### config.mk
export PLATFORM = sky130hd
export DESIGN_NAME = indexed_insert_erase_list_core
export DESIGN_NICKNAME = d
export VERILOG_FILES = /design/src/rtl/ieel_pkg.sv /design/src/rtl/ieel_datapath.sv /design/src/rtl/ieel_ctrl.sv /design/src/rtl/indexed_insert_erase_list_core.sv
export SDC_FILE = /design/constraint.sdc
export NUM_CORES = 2
export LEC_CHECK = 0
export BUFFER_PORTS_ARGS = -buffer_cell sky130_fd_sc_hd__buf_2
export CORE_ASPECT_RATIO = 0.7
export CORE_MARGIN = 5
export CORE_UTILIZATION = 55
export DETAILED_ROUTE_END_ITERATION = 6
export MAX_ROUTING_LAYER = met4
export PLACE_DENSITY_LB_ADDON = 0.3
export SYNTH_ARGS = -nofsm -noshare
export SYNTH_HDL_FRONTEND = slang
export SYNTH_SLANG_ARGS = --single-unit
### constraint.sdc
create_clock -name clk -period 5.6 [get_ports clk]
set_input_delay 0.56 -clock clk [delete_from_list [all_inputs] [get_ports clk]]
set_output_delay 0.56 -clock clk [all_outputs]
set_load 0.005 [all_outputs]
### src/rtl/ieel_pkg.sv
// Package for the indexed insert/erase list: sizes, command codes, internal op
// kinds and the command/status structs between controller and datapath.
// No dependencies; every other file in rtl uses it by scoped names.
package ieel_pkg;

	// Store geometry
	localparam int DEPTH      = 64;
	localparam int DATA_WIDTH = 32;
	localparam int ADDR_W     = $clog2(DEPTH);
	localparam int CNT_W      = $clog2(DEPTH + 1);
	localparam int POS_W      = 7;
	localparam int CMD_W      = 3;

	// Stream payload widths, whole bytes
	localparam int IN_FIELDS_W  = CMD_W + POS_W + DATA_WIDTH;
	localparam int IN_TDATA_W   = ((IN_FIELDS_W + 7) / 8) * 8;
	localparam int OUT_FIELDS_W = 1 + DATA_WIDTH + CNT_W + 1;
	localparam int OUT_TDATA_W  = ((OUT_FIELDS_W + 7) / 8) * 8;

	// Command codes on the input stream
	typedef enum logic [CMD_W-1:0] {
		CMD_INSERT_AT = 3'd0,
		CMD_ERASE_AT  = 3'd1,
		CMD_READ_AT   = 3'd2,
		CMD_CLEAR     = 3'd3,
		CMD_PUSH_BACK = 3'd4,
		CMD_POP_BACK  = 3'd5,
		CMD_READ_BACK = 3'd6
	} cmd_t;

	// Normalized operation after position resolution
	typedef enum logic [2:0] {
		OP_NONE = 3'd0,
		OP_INS  = 3'd1,
		OP_ERA  = 3'd2,
		OP_RD   = 3'd3,
		OP_CLR  = 3'd4
	} op_t;

	// Controller to datapath
	typedef struct packed {
		logic load;      // capture the accepted transaction
		logic start_up;  // cursor to count-1 for an upward shift
		logic start_dn;  // cursor to position+1 for a downward shift
		logic move;      // read at cursor, queue write one step over, step cursor
		logic dir_up;    // direction of the current move
		logic rd_issue;  // read the entry at position
		logic store;     // write the word at position, count up
		logic dec;       // count down
		logic clear;     // count to zero
		logic finish;    // load the result register
		logic res_ok;    // result status
		logic res_rd;    // result carries the word read
	} ctrl_cmd_t;

	// Datapath to controller
	typedef struct packed {
		op_t  op;
		logic ins_ok;      // position <= count and room left
		logic idx_ok;      // position < count
		logic at_end;      // position == count
		logic at_last;     // position + 1 == count
		logic cur_at_pos;  // upward shift reached the position
		logic cur_at_last; // downward shift reached the last entry
		logic out_free;    // result register can take a result
	} ctrl_status_t;

endpackage

### src/rtl/ieel_datapath.sv
// Datapath of the indexed insert/erase list: entry memory, fill count, shift
// cursor with a one-deep move pipeline, and the result register.
// Depends on ieel_pkg; driven by ieel_ctrl through ctrl_cmd_t.
module ieel_datapath (
	input  logic                                clk,
	input  logic                                arst_n,
	input  logic [ieel_pkg::CMD_W-1:0]          cmd_in,
	input  logic [ieel_pkg::POS_W-1:0]          position,
	input  logic [ieel_pkg::DATA_WIDTH-1:0]     word_in,
	input  ieel_pkg::ctrl_cmd_t                 ctl,
	output ieel_pkg::ctrl_status_t              status,
	input  logic                                out_ready,
	output logic                                out_valid,
	output logic                                ok,
	output logic [ieel_pkg::DATA_WIDTH-1:0]     word_out,
	output logic [ieel_pkg::CNT_W-1:0]          fill_count,
	output logic                                is_empty
);

	logic [ieel_pkg::DATA_WIDTH-1:0] mem [ieel_pkg::DEPTH];

	ieel_pkg::op_t                   op_q;
	logic [ieel_pkg::POS_W-1:0]      pos_q;
	logic [ieel_pkg::DATA_WIDTH-1:0] word_q;
	logic [ieel_pkg::CNT_W-1:0]      count_q;
	logic [ieel_pkg::ADDR_W-1:0]     cur_q;
	logic                            mv_valid_s1;
	logic [ieel_pkg::ADDR_W-1:0]     mv_dst_s1;
	logic [ieel_pkg::DATA_WIDTH-1:0] rdata_s1;
	logic                            out_valid_q;
	logic                            ok_q;
	logic [ieel_pkg::DATA_WIDTH-1:0] word_out_q;
	logic [ieel_pkg::CNT_W-1:0]      fill_q;
	logic                            empty_q;

	logic [ieel_pkg::POS_W-1:0]      cnt_as_pos;
	logic [ieel_pkg::ADDR_W-1:0]     pos_a;
	logic [ieel_pkg::ADDR_W-1:0]     rd_addr;
	logic                            rd_en;
	ieel_pkg::op_t                   op_d;
	logic [ieel_pkg::POS_W-1:0]      pos_d;

	assign cnt_as_pos = ieel_pkg::POS_W'(count_q);
	assign pos_a      = pos_q[ieel_pkg::ADDR_W-1:0];

	// Resolve back-of-list commands to a position
	always_comb begin
		op_d  = ieel_pkg::OP_NONE;
		pos_d = position;
		unique case (ieel_pkg::cmd_t'(cmd_in))
			ieel_pkg::CMD_INSERT_AT: begin
				op_d = ieel_pkg::OP_INS;
			end
			ieel_pkg::CMD_PUSH_BACK: begin
				op_d  = ieel_pkg::OP_INS;
				pos_d = cnt_as_pos;
			end
			ieel_pkg::CMD_ERASE_AT: begin
				op_d = ieel_pkg::OP_ERA;
			end
			ieel_pkg::CMD_POP_BACK: begin
				op_d  = ieel_pkg::OP_ERA;
				pos_d = cnt_as_pos - ieel_pkg::POS_W'(1);
			end
			ieel_pkg::CMD_READ_AT: begin
				op_d = ieel_pkg::OP_RD;
			end
			ieel_pkg::CMD_READ_BACK: begin
				op_d  = ieel_pkg::OP_RD;
				pos_d = cnt_as_pos - ieel_pkg::POS_W'(1);
			end
			ieel_pkg::CMD_CLEAR: begin
				op_d = ieel_pkg::OP_CLR;
			end
			default: begin
				op_d = ieel_pkg::OP_NONE;
			end
		endcase
	end

	// Hold the transaction being worked on
	always_ff @(posedge clk or negedge arst_n) begin
		if (!arst_n) begin
			op_q <= ieel_pkg::OP_NONE;
		end else if (ctl.load) begin
			op_q <= op_d;
		end
	end

	always_ff @(posedge clk) begin
		if (ctl.load) begin
			pos_q  <= pos_d;
			word_q <= word_in;
		end
	end

	// Fill count
	always_ff @(posedge clk or negedge arst_n) begin
		if (!arst_n) begin
			count_q <= '0;
		end else if (ctl.clear) begin
			count_q <= '0;
		end else if (ctl.store) begin
			count_q <= count_q + ieel_pkg::CNT_W'(1);
		end else if (ctl.dec) begin
			count_q <= count_q - ieel_pkg::CNT_W'(1);
		end
	end

	// Shift cursor
	always_ff @(posedge clk) begin
		if (ctl.start_up) begin
			cur_q <= ieel_pkg::ADDR_W'(count_q - ieel_pkg::CNT_W'(1));
		end else if (ctl.start_dn) begin
			cur_q <= ieel_pkg::ADDR_W'(pos_q + ieel_pkg::POS_W'(1));
		end else if (ctl.move) begin
			cur_q <= ctl.dir_up ? cur_q - ieel_pkg::ADDR_W'(1)
			                    : cur_q + ieel_pkg::ADDR_W'(1);
		end
	end

	// Queue the write half of each move
	always_ff @(posedge clk or negedge arst_n) begin
		if (!arst_n) begin
			mv_valid_s1 <= 1'b0;
		end else begin
			mv_valid_s1 <= ctl.move;
		end
	end

	always_ff @(posedge clk) begin
		if (ctl.move) begin
			mv_dst_s1 <= ctl.dir_up ? cur_q + ieel_pkg::ADDR_W'(1)
			                        : cur_q - ieel_pkg::ADDR_W'(1);
		end
	end

	// Entry memory: one write, one registered read per cycle
	assign rd_en   = ctl.move | ctl.rd_issue;
	assign rd_addr = ctl.move ? cur_q : pos_a;

	always_ff @(posedge clk) begin
		if (mv_valid_s1) begin
			mem[mv_dst_s1] <= rdata_s1;
		end else if (ctl.store) begin
			mem[pos_a] <= word_q;
		end
		if (rd_en) begin
			rdata_s1 <= mem[rd_addr];
		end
	end

	// Result register
	always_ff @(posedge clk or negedge arst_n) begin
		if (!arst_n) begin
			out_valid_q <= 1'b0;
		end else if (ctl.finish) begin
			out_valid_q <= 1'b1;
		end else if (out_ready) begin
			out_valid_q <= 1'b0;
		end
	end

	always_ff @(posedge clk) begin
		if (ctl.finish) begin
			ok_q       <= ctl.res_ok;
			word_out_q <= (ctl.res_ok && ctl.res_rd) ? rdata_s1 : '0;
			fill_q     <= count_q;
			empty_q    <= (count_q == '0);
		end
	end

	// Status back to the controller
	always_comb begin
		status.op          = op_q;
		status.ins_ok      = (pos_q <= cnt_as_pos) &&
		                     (count_q != ieel_pkg::CNT_W'(ieel_pkg::DEPTH));
		status.idx_ok      = (pos_q < cnt_as_pos);
		status.at_end      = (pos_q == cnt_as_pos);
		status.at_last     = ((pos_q + ieel_pkg::POS_W'(1)) == cnt_as_pos);
		status.cur_at_pos  = (cur_q == pos_a);
		status.cur_at_last = ((ieel_pkg::CNT_W'(cur_q) + ieel_pkg::CNT_W'(1)) == count_q);
		status.out_free    = !out_valid_q || out_ready;
	end

	assign out_valid  = out_valid_q;
	assign ok         = ok_q;
	assign word_out   = word_out_q;
	assign fill_count = fill_q;
	assign is_empty   = empty_q;

endmodule

### src/rtl/ieel_ctrl.sv
// Controller of the indexed insert/erase list: one-hot state machine that
// sequences decode, entry shifts, the final store and the result hand-off.
// Depends on ieel_pkg; talks to ieel_datapath only through the command/status structs.
module ieel_ctrl (
	input  logic                   clk,
	input  logic                   arst_n,
	input  logic                   in_valid,
	output logic                   in_ready,
	input  ieel_pkg::ctrl_status_t status,
	output ieel_pkg::ctrl_cmd_t    ctl
);

	typedef enum logic [7:0] {
		ST_IDLE     = 8'b0000_0001,
		ST_DECODE   = 8'b0000_0010,
		ST_SHIFT_UP = 8'b0000_0100,
		ST_DRAIN_UP = 8'b0000_1000,
		ST_STORE    = 8'b0001_0000,
		ST_SHIFT_DN = 8'b0010_0000,
		ST_DRAIN_DN = 8'b0100_0000,
		ST_FINISH   = 8'b1000_0000
	} state_t;

	state_t state_q, state_d;
	logic   ok_q, ok_d;
	logic   rd_q, rd_d;

	always_ff @(posedge clk or negedge arst_n) begin
		if (!arst_n) begin
			state_q <= ST_IDLE;
			ok_q    <= 1'b0;
			rd_q    <= 1'b0;
		end else begin
			state_q <= state_d;
			ok_q    <= ok_d;
			rd_q    <= rd_d;
		end
	end

	assign in_ready = (state_q == ST_IDLE);

	// Next state and datapath commands
	always_comb begin
		state_d = state_q;
		ok_d    = ok_q;
		rd_d    = rd_q;
		ctl     = '0;
		ctl.res_ok = ok_q;
		ctl.res_rd = rd_q;
		unique case (state_q)
			ST_IDLE: begin
				if (in_valid) begin
					ctl.load = 1'b1;
					state_d  = ST_DECODE;
				end
			end
			ST_DECODE: begin
				ok_d    = 1'b0;
				rd_d    = 1'b0;
				state_d = ST_FINISH;
				unique case (status.op)
					ieel_pkg::OP_INS: begin
						if (status.ins_ok) begin
							ok_d = 1'b1;
							if (status.at_end) begin
								state_d = ST_STORE;
							end else begin
								ctl.start_up = 1'b1;
								state_d      = ST_SHIFT_UP;
							end
						end
					end
					ieel_pkg::OP_ERA: begin
						if (status.idx_ok) begin
							ok_d = 1'b1;
							if (status.at_last) begin
								ctl.dec = 1'b1;
							end else begin
								ctl.start_dn = 1'b1;
								state_d      = ST_SHIFT_DN;
							end
						end
					end
					ieel_pkg::OP_RD: begin
						if (status.idx_ok) begin
							ok_d         = 1'b1;
							rd_d         = 1'b1;
							ctl.rd_issue = 1'b1;
						end
					end
					ieel_pkg::OP_CLR: begin
						ok_d      = 1'b1;
						ctl.clear = 1'b1;
					end
					default: begin
						ok_d = 1'b0;
					end
				endcase
			end
			// Move entries up one place, from the back down to the position
			ST_SHIFT_UP: begin
				ctl.move   = 1'b1;
				ctl.dir_up = 1'b1;
				if (status.cur_at_pos) begin
					state_d = ST_DRAIN_UP;
				end
			end
			// Let the last queued move land before the store
			ST_DRAIN_UP: begin
				state_d = ST_STORE;
			end
			ST_STORE: begin
				ctl.store = 1'b1;
				state_d   = ST_FINISH;
			end
			// Move entries down one place, from position+1 to the back
			ST_SHIFT_DN: begin
				ctl.move = 1'b1;
				if (status.cur_at_last) begin
					state_d = ST_DRAIN_DN;
				end
			end
			ST_DRAIN_DN: begin
				ctl.dec = 1'b1;
				state_d = ST_FINISH;
			end
			// Hand the result over once the result register is free
			ST_FINISH: begin
				if (status.out_free) begin
					ctl.finish = 1'b1;
					state_d    = ST_IDLE;
				end
			end
			default: begin
				state_d = ST_IDLE;
			end
		endcase
	end

endmodule

### src/rtl/indexed_insert_erase_list_core.sv
// Indexed insert/erase list: an ordered list of up to 64 words of 32 bits in a
// single-port-write, registered-read memory with a fill count. Each transaction
// gives exactly one result transaction. Reads, clear, rejected commands and
// erase or pop of the last entry go from decode straight to the result
// hand-off; an insert at the end of the list (push_back) adds a store step,
// an insert at position p below the count n first moves the entries from
// n-1 down to p up one place and then stores, and an erase at p moves the
// entries behind p down one place. Entries move one per cycle through the
// memory's one read and one write port. A new transaction is taken the cycle
// after the previous result is loaded into the output register, even while
// that result still waits on tready. No clearing pass runs after reset.
module indexed_insert_erase_list_core (
	input  logic                               clk,
	input  logic                               arst_n,
	input  logic                               s_tvalid,
	output logic                               s_tready,
	// [2:0] cmd, [9:3] position, [41:10] word_in, upper bits zero
	input  logic [ieel_pkg::IN_TDATA_W-1:0]    s_tdata,
	output logic                               m_tvalid,
	input  logic                               m_tready,
	// [0] ok, [32:1] word_out, [39:33] fill_count, [40] is_empty, upper bits zero
	output logic [ieel_pkg::OUT_TDATA_W-1:0]   m_tdata
);

	localparam int POS_LO  = ieel_pkg::CMD_W;
	localparam int WORD_LO = ieel_pkg::CMD_W + ieel_pkg::POS_W;
	localparam int FILL_LO = 1 + ieel_pkg::DATA_WIDTH;

	ieel_pkg::ctrl_cmd_t             ctl;
	ieel_pkg::ctrl_status_t          status;
	logic                            ok;
	logic [ieel_pkg::DATA_WIDTH-1:0] word_out;
	logic [ieel_pkg::CNT_W-1:0]      fill_count;
	logic                            is_empty;

	ieel_ctrl u_ctrl (
		.clk      (clk),
		.arst_n   (arst_n),
		.in_valid (s_tvalid),
		.in_ready (s_tready),
		.status   (status),
		.ctl      (ctl)
	);

	ieel_datapath u_datapath (
		.clk        (clk),
		.arst_n     (arst_n),
		.cmd_in     (s_tdata[ieel_pkg::CMD_W-1:0]),
		.position   (s_tdata[POS_LO +: ieel_pkg::POS_W]),
		.word_in    (s_tdata[WORD_LO +: ieel_pkg::DATA_WIDTH]),
		.ctl        (ctl),
		.status     (status),
		.out_ready  (m_tready),
		.out_valid  (m_tvalid),
		.ok         (ok),
		.word_out   (word_out),
		.fill_count (fill_count),
		.is_empty   (is_empty)
	);

	// Pack the result fields, lowest first
	always_comb begin
		m_tdata = '0;
		m_tdata[0]                                = ok;
		m_tdata[1 +: ieel_pkg::DATA_WIDTH]        = word_out;
		m_tdata[FILL_LO +: ieel_pkg::CNT_W]       = fill_count;
		m_tdata[FILL_LO + ieel_pkg::CNT_W]        = is_empty;
	end

endmodule

**Word-level counts from Yosys, hierarchy flattened**

Memory sizes are Yosys's and may differ from the RTL's. A register that Yosys moved wholly into a read port is not among the register bits.
Index checks and enable logic that the tools add are counted.

- Memory bits (writable): 2,048
- Word-level logic and storage cells: 126
- Input port bits: 52
- Bits in registers: 114
- Memories kept: 1

- Bitwise gates (word level): 1
- Add/sub/neg operators: 6
- Multiplexer cells: 56
- Equal/unequal tests: 27
- Reductions and logical operators: 18
- Order comparisons: 2

Memory list:

| name | words | width | rd ports | clocked after Yosys merged registers in | wr ports | line | source |
|---|---|---|---|---|---|---|---|
| u_datapath.mem | 64 | 32 | 1 | 1 | 1 | ieel_datapath.sv:20 | `logic [ieel_pkg::DATA_WIDTH-1:0] mem [ieel_pkg::DEPTH];` |

Operators with widths:

| cell | count |
|---|---|
| 8-bit 2-to-1 mux | 7 |
| 8-bit case mux with 7 select lines | 1 |
| 6-bit 2-to-1 mux | 7 |
| 32-bit 2-to-1 mux | 1 |
| 32-bit OR reduction | 1 |
| 1-bit 2-to-1 mux | 30 |
| 7-bit equality test | 3 |
| 7-bit 2-to-1 mux | 3 |
| 8-bit case mux with 2 select lines | 1 |
| 7-bit by 1-bit adder with 7-bit output, second input constant | 2 |
| 7-bit case mux with 2 select lines | 1 |
| 2-bit OR reduction | 7 |
| 3-bit by 2-bit equality test with 1-bit output, second input constant | 4 |
| 3-bit equality test, second input constant | 4 |
| 3-bit case mux with 4 select lines | 1 |
| 8-bit by 1-bit equality test with 1-bit output, second input constant | 1 |
| 8-bit by 2-bit equality test with 1-bit output, second input constant | 1 |
| 8-bit by 3-bit equality test with 1-bit output, second input constant | 1 |
| 8-bit by 4-bit equality test with 1-bit output, second input constant | 1 |
| 8-bit by 5-bit equality test with 1-bit output, second input constant | 1 |
| 8-bit by 6-bit equality test with 1-bit output, second input constant | 1 |
| 8-bit by 7-bit equality test with 1-bit output, second input constant | 1 |
| 8-bit equality test, second input constant | 1 |
| 2-bit != test, second input constant | 4 |
| 22 further kinds | 25 |

**Logic depth before layout (Yosys ltp)**

- Word-level depth: 9
- Depth in mapped cells: 14
- Gate-level depth less buffers: 10

**By module**

Synthesis repeated with hierarchy kept, for this count alone.

- Cell total of the unflattened synthesis: 8,174
- Area, all modules: 100,831.7 µm²

By module, submodules not included:

| module | area an instance (µm²) | cells each | times used |
|---|---|---|---|
| ieel_datapath | 100,057.2 | 8,090 | 1 |
| ieel_ctrl | 703.2 | 74 | 1 |
| indexed_insert_erase_list_core | 71.3 | 10 | 1 |

**Worst setup path before layout**

OpenSTA, ideal clock, no wires.

- Kind: register to register
- From: register u_ctrl.state_q[2]
- To: memory u_datapath.mem[13][0] in the netlist's numbering, enable pin
- Slack: 1.231 ns
- Stages on the path, launching flop included: 11
- Data arrival time: 3.948 ns
- Period minus slack after synthesis: 4.369 ns
- Setup time: 0.421 ns
- Cells stage by stage: dfrtp_1 > buf_2 > nor4_1 > nand4b_1 > nor2_1 > buf_2 > clkbuf_1 > a41oi_1 > or2_2 > clkbuf_1 > nor2_1

- Word-level cells in the longest chain between the ends: 7
- Elaborated cells on any way between the ends: 8
- Classes of those cells: eq/ne (1); mux (6); reduce/logical (1)

RTL lines:

| element | line | source |
|---|---|---|
| from (decl) | ieel_ctrl.sv:24 | `state_t state_q, state_d;` |
| from (signal assigned) | ieel_ctrl.sv:34 | `state_q <= state_d;` |
| 8-bit by 5-bit equality test with 1-bit output * | ieel_ctrl.sv:50 | `unique case (state_q)` |
| 1-bit 2-to-1 mux * | ieel_ctrl.sv:50 |  |
| 1-bit 2-to-1 mux * | ieel_datapath.sv:145 | `end else if (ctl.store) begin` |
| 1-bit 2-to-1 mux * | ieel_datapath.sv:143 | `if (mv_valid_s1) begin` |
| 1-bit 2-to-1 mux (not written as such) * | ieel_datapath.sv:146 | `mem[pos_a] <= word_q;` |
| 32-bit OR reduction (no line) | n/a |  |
| 6-bit 2-to-1 mux (no line) / 1-bit 2-to-1 mux (equally long branches) | n/a |  |
| to (decl) | ieel_datapath.sv:20 |  |

Every way passes the cells marked *; elsewhere a longest branch is shown, timed or not.

**Worst setup path after layout**

- From: register u_ctrl.state_q[3]
- To: register u_datapath.rdata_s1[15] in the netlist's numbering (read register of u_datapath.mem) (data pin)

- Word-level cells in the longest chain between the ends: 4
- Elaborated cells on any way between the ends: 8
- Classes of those cells: eq/ne (3); mux (3); bitwise (1); reduce/logical (1)

RTL lines:

| element | line | source |
|---|---|---|
| 8-bit by 6-bit equality test with 1-bit output / 8-bit by 3-bit equality test with 1-bit output (equally long branches) | ieel_ctrl.sv:50 |  |
| 2-bit OR reduction (no line) | n/a |  |
| 1-bit 2-to-1 mux | ieel_ctrl.sv:50 |  |
| 6-bit 2-to-1 mux / 1-bit bitwise OR (equally long branches) | ieel_datapath.sv:140, ieel_datapath.sv:139 |  |
| to (decl) | ieel_datapath.sv:29 | `logic [ieel_pkg::DATA_WIDTH-1:0] rdata_s1;` |

Several ways; a longest one is shown, not always the timed one.
A chain may end at the register's enable or synchronous reset.

==> flow_summary.yaml <==
power_and_ir_drop:
  p_leak_nw: 32.7
  max-vdd-ir-drop_v: 0.000349
  powerDensity_nw_per_um2: 402
final_layout:
  syn_to_final_growth_pct: 12.0
  stdcell_area_um2: 97700
  fin_nets: 6224
  drive_gt1_share_pct: 12.8
global_routing:
  grt_pass1_vias: 52300
  grt_first_pass_wirelength_mm: 366
  grt_overflow: 0
  grt_max_degree: 103
  track_usage_pct: 31.4
  antenna_found_initial: 13
yosys:
  ys_types: 86
  syn_inst: 5962
  yosys_warnings: 0
  ys_seq_area_share_pct: 75.4
  async_flop_share_pct: 1.00
  syn_area_um2: 87200
  synth-seq-cells: 2194
  synth_area_per_cell_um2: 14.6
  synth_ff_type: "edfxtp_1"
  synth_edf_count: 2172
die:
  row_count: 122
  core_region_area_um2: 158000
  fp.dieW_um: 486
  start_util_pct: 55.2
  ios: 102
  die_h_um: 343
  dieArea_um2: 167000
setup_path:
  crit_path_start: "u_ctrl.state_q[3]"
  cp-end-kind: "flip-flop"
  r2r_start: "u_ctrl.state_q[3]"
  path_max_fanout: 46
  required_ns: 6.14
  cp-start-kind: "flip-flop"
  crit_type: "reg -> reg"
  cp.arrival_ns: 5.91
  reg2reg_depth: 10
drt:
  wl_met2_mm: 110
  drc: 0
  highest_layer: "met4"
  wl_met1_mm: 97.8
  wl_per_cell_um: 30.5
  dr_wl_met3_mm: 40.4
  dr_total_vias: 55300
  wl_mm: 258
  ant_nets: 0
  drtIter0Drc: 8958
  dr.pass1.iters: 6
  via_per_inst: 6.55
placed_design:
  portBuffers: 88
  dpl_cell_area_um2: 91300
  place_congestion: 0.896
  hpwlAfterDp_mm: 149
clocking:
  path_clk_slew_ns: 0.06
  clk_latency_ns: 0.86
  cts_tree: "yes"
  cts_buffer_depth: 3
  cts_buffers: 190
  h-tree-depth: 4
  cts_root_buf: "clkbuf_16"
  cts_num_sinks: 2194
timing:
  tns_ns: 0
  rsz0062_at_grt: "no"
  setup_viol: 0
  drv_slew: 0
  finalCritPeriodShare_pct: 95.8
  final_hold_viol_count: 0
  fin_worst_skew_ns: 0.0436
  fmax_ghz: 0.186
  max_slew_margin_pct: 12.9
  tightest_slew_ns: 1.31
  layout_min_cycle_time_ns: 5.37
hold_path:
  hp-class: "in -> reg"
  whs_path_depth: 3
  hold_start: "s_tvalid"
job:
  maxCapViolCount: 0
outcome:
  outcome: "complete, no violations"
-- metrics by stage --
step	utilization (%)	total power (W)	hold WS, ns	setup slack, ns	std cells
floorplan	-	0.0232	0.264	1.23	5968
global placement	57.8	0.0263	0.545	0.447	8041
detailed placement	57.8	0.0264	0.544	0.449	8041
CTS	61.8	0.0390	0.0214	0.413	8425
global route	61.9	0.0404	0.0748	0.279	8433
finish	61.9	0.0393	0.0749	0.234	8447
-- cells in the final DEF, fill, tap and decap left out, drive strengths merged, types with 50 or more instances in the layout --
master and instances:
a32oi 113, nand3 425, mux4 53, a21oi 118, buf 348, nand2 1463, clkinv 92, mux2i 188
nor2 120, o21ai 50, a31oi 163, clkbuf 233, and3 96, edfxtp 2172
-- flip-flops by register name, indices dropped and copies added, names as in the netlist --
signal / cells
u_datapath.mem: 2048
u_datapath.rdata_s1: 32
u_datapath.word_out: 32
u_datapath.word_q: 32
u_ctrl.state_q: 8
u_datapath.cnt_as_pos: 7
u_datapath.fill_count: 7
u_datapath.pos_q: 7
u_datapath.cur_q: 6
u_datapath.mv_dst_s1: 6
u_datapath.op_q: 3
u_ctrl.ok_q: 1
u_ctrl.rd_q: 1
u_datapath.is_empty: 1
u_datapath.mv_valid_s1: 1
u_datapath.ok: 1
u_datapath.out_valid: 1
-- Yosys cell counts, types with 33 or more instances --
library cell,n,area [um2]
a2111oi_0,33,289
a211oi_1,33,248
a21oi_1,117,586
a31oi_1,163,1020
a32oi_1,113,990
and3_1,96,601
buf_1,33,124
buf_2,96,480
buf_4,42,315
clkbuf_1,186,698
edfxtp_1,2172,65200
mux2_2,43,484
mux2i_1,188,1880
mux4_2,53,1190
nand2_1,1463,5490
nand3_1,424,2120
nand4_1,43,269
nor2_1,119,447
o21ai_0,49,245
o22ai_1,35,219
-- final timing paths --
path,end,slack (ns)
min reg2reg,u_datapath.op_q[2],0.57
max in group asynchronous,u_ctrl.state_q[5],4.90
min,u_ctrl.state_q[0],0.07
min in group asynchronous,u_datapath.out_valid,0.27
max,u_datapath.rdata_s1[15],0.23
max reg2reg,u_datapath.rdata_s1[15],0.23
-- per-layer routing --
| metal | vias up | GRT usage (%) |
|---|---|---|
| li1 | 23100 | - |
| met1 | 27500 | 43.4 |
| met2 | 4131 | 43.7 |
| met3 | 551 | 10.8 |
| met4 | 0 | 10.9 |
| met5 | - | - |
-- cells by family after synthesis --
family	Yosys count	synth area share (%)
other	1	0.00430
AO/OA/AOI/OAI	756	6.31
AND/OR/NAND/NOR	2257	11.1
buffers and inverters	410	2.37
adder cells (fa/ha/maj)	18	0.244
flip-flops	2194	75.4
multiplexers	284	4.08
XOR/XNOR	42	0.438
-- worst max-delay path: stages, from the launching register on --
cell	delay [ns]
dfrtp_1	0.48
or4_4	0.65
o31ai_4	0.55
and2_4	0.50
buf_12	0.35
buf_4	0.48
mux4_2	0.55
a2111oi_0	0.97
buf_4	0.24
o21ai_0	0.07
o2bb2ai_1	0.15
-- area by class of cell --
type                            instances  area, um2
Clock buffer                          233       4940
Timing Repair Buffer                  382       3050
Tap cell                             2108       2640
Antenna cell                           22       55.1
Fill cell                           11300      60200
Clock inverter                        117       1060
Multi-Input combinational cell       3364      20100
Sequential cell                      2194      65800
Inverter                               27        101
-- report_power, final --
group          switching [W]  total, W  internal, W
Sequential          0.000304    0.0185       0.0182
Combinational        0.00556   0.00791      0.00235
Clock                0.00598    0.0129      0.00692
-- what timing repair did --
action,CTS,global route
hold buffers,34,0
hold endpoints to repair,54,0
resized for setup,0,0
setup buffers,0,0
Power figures use the tool's default switching activity.
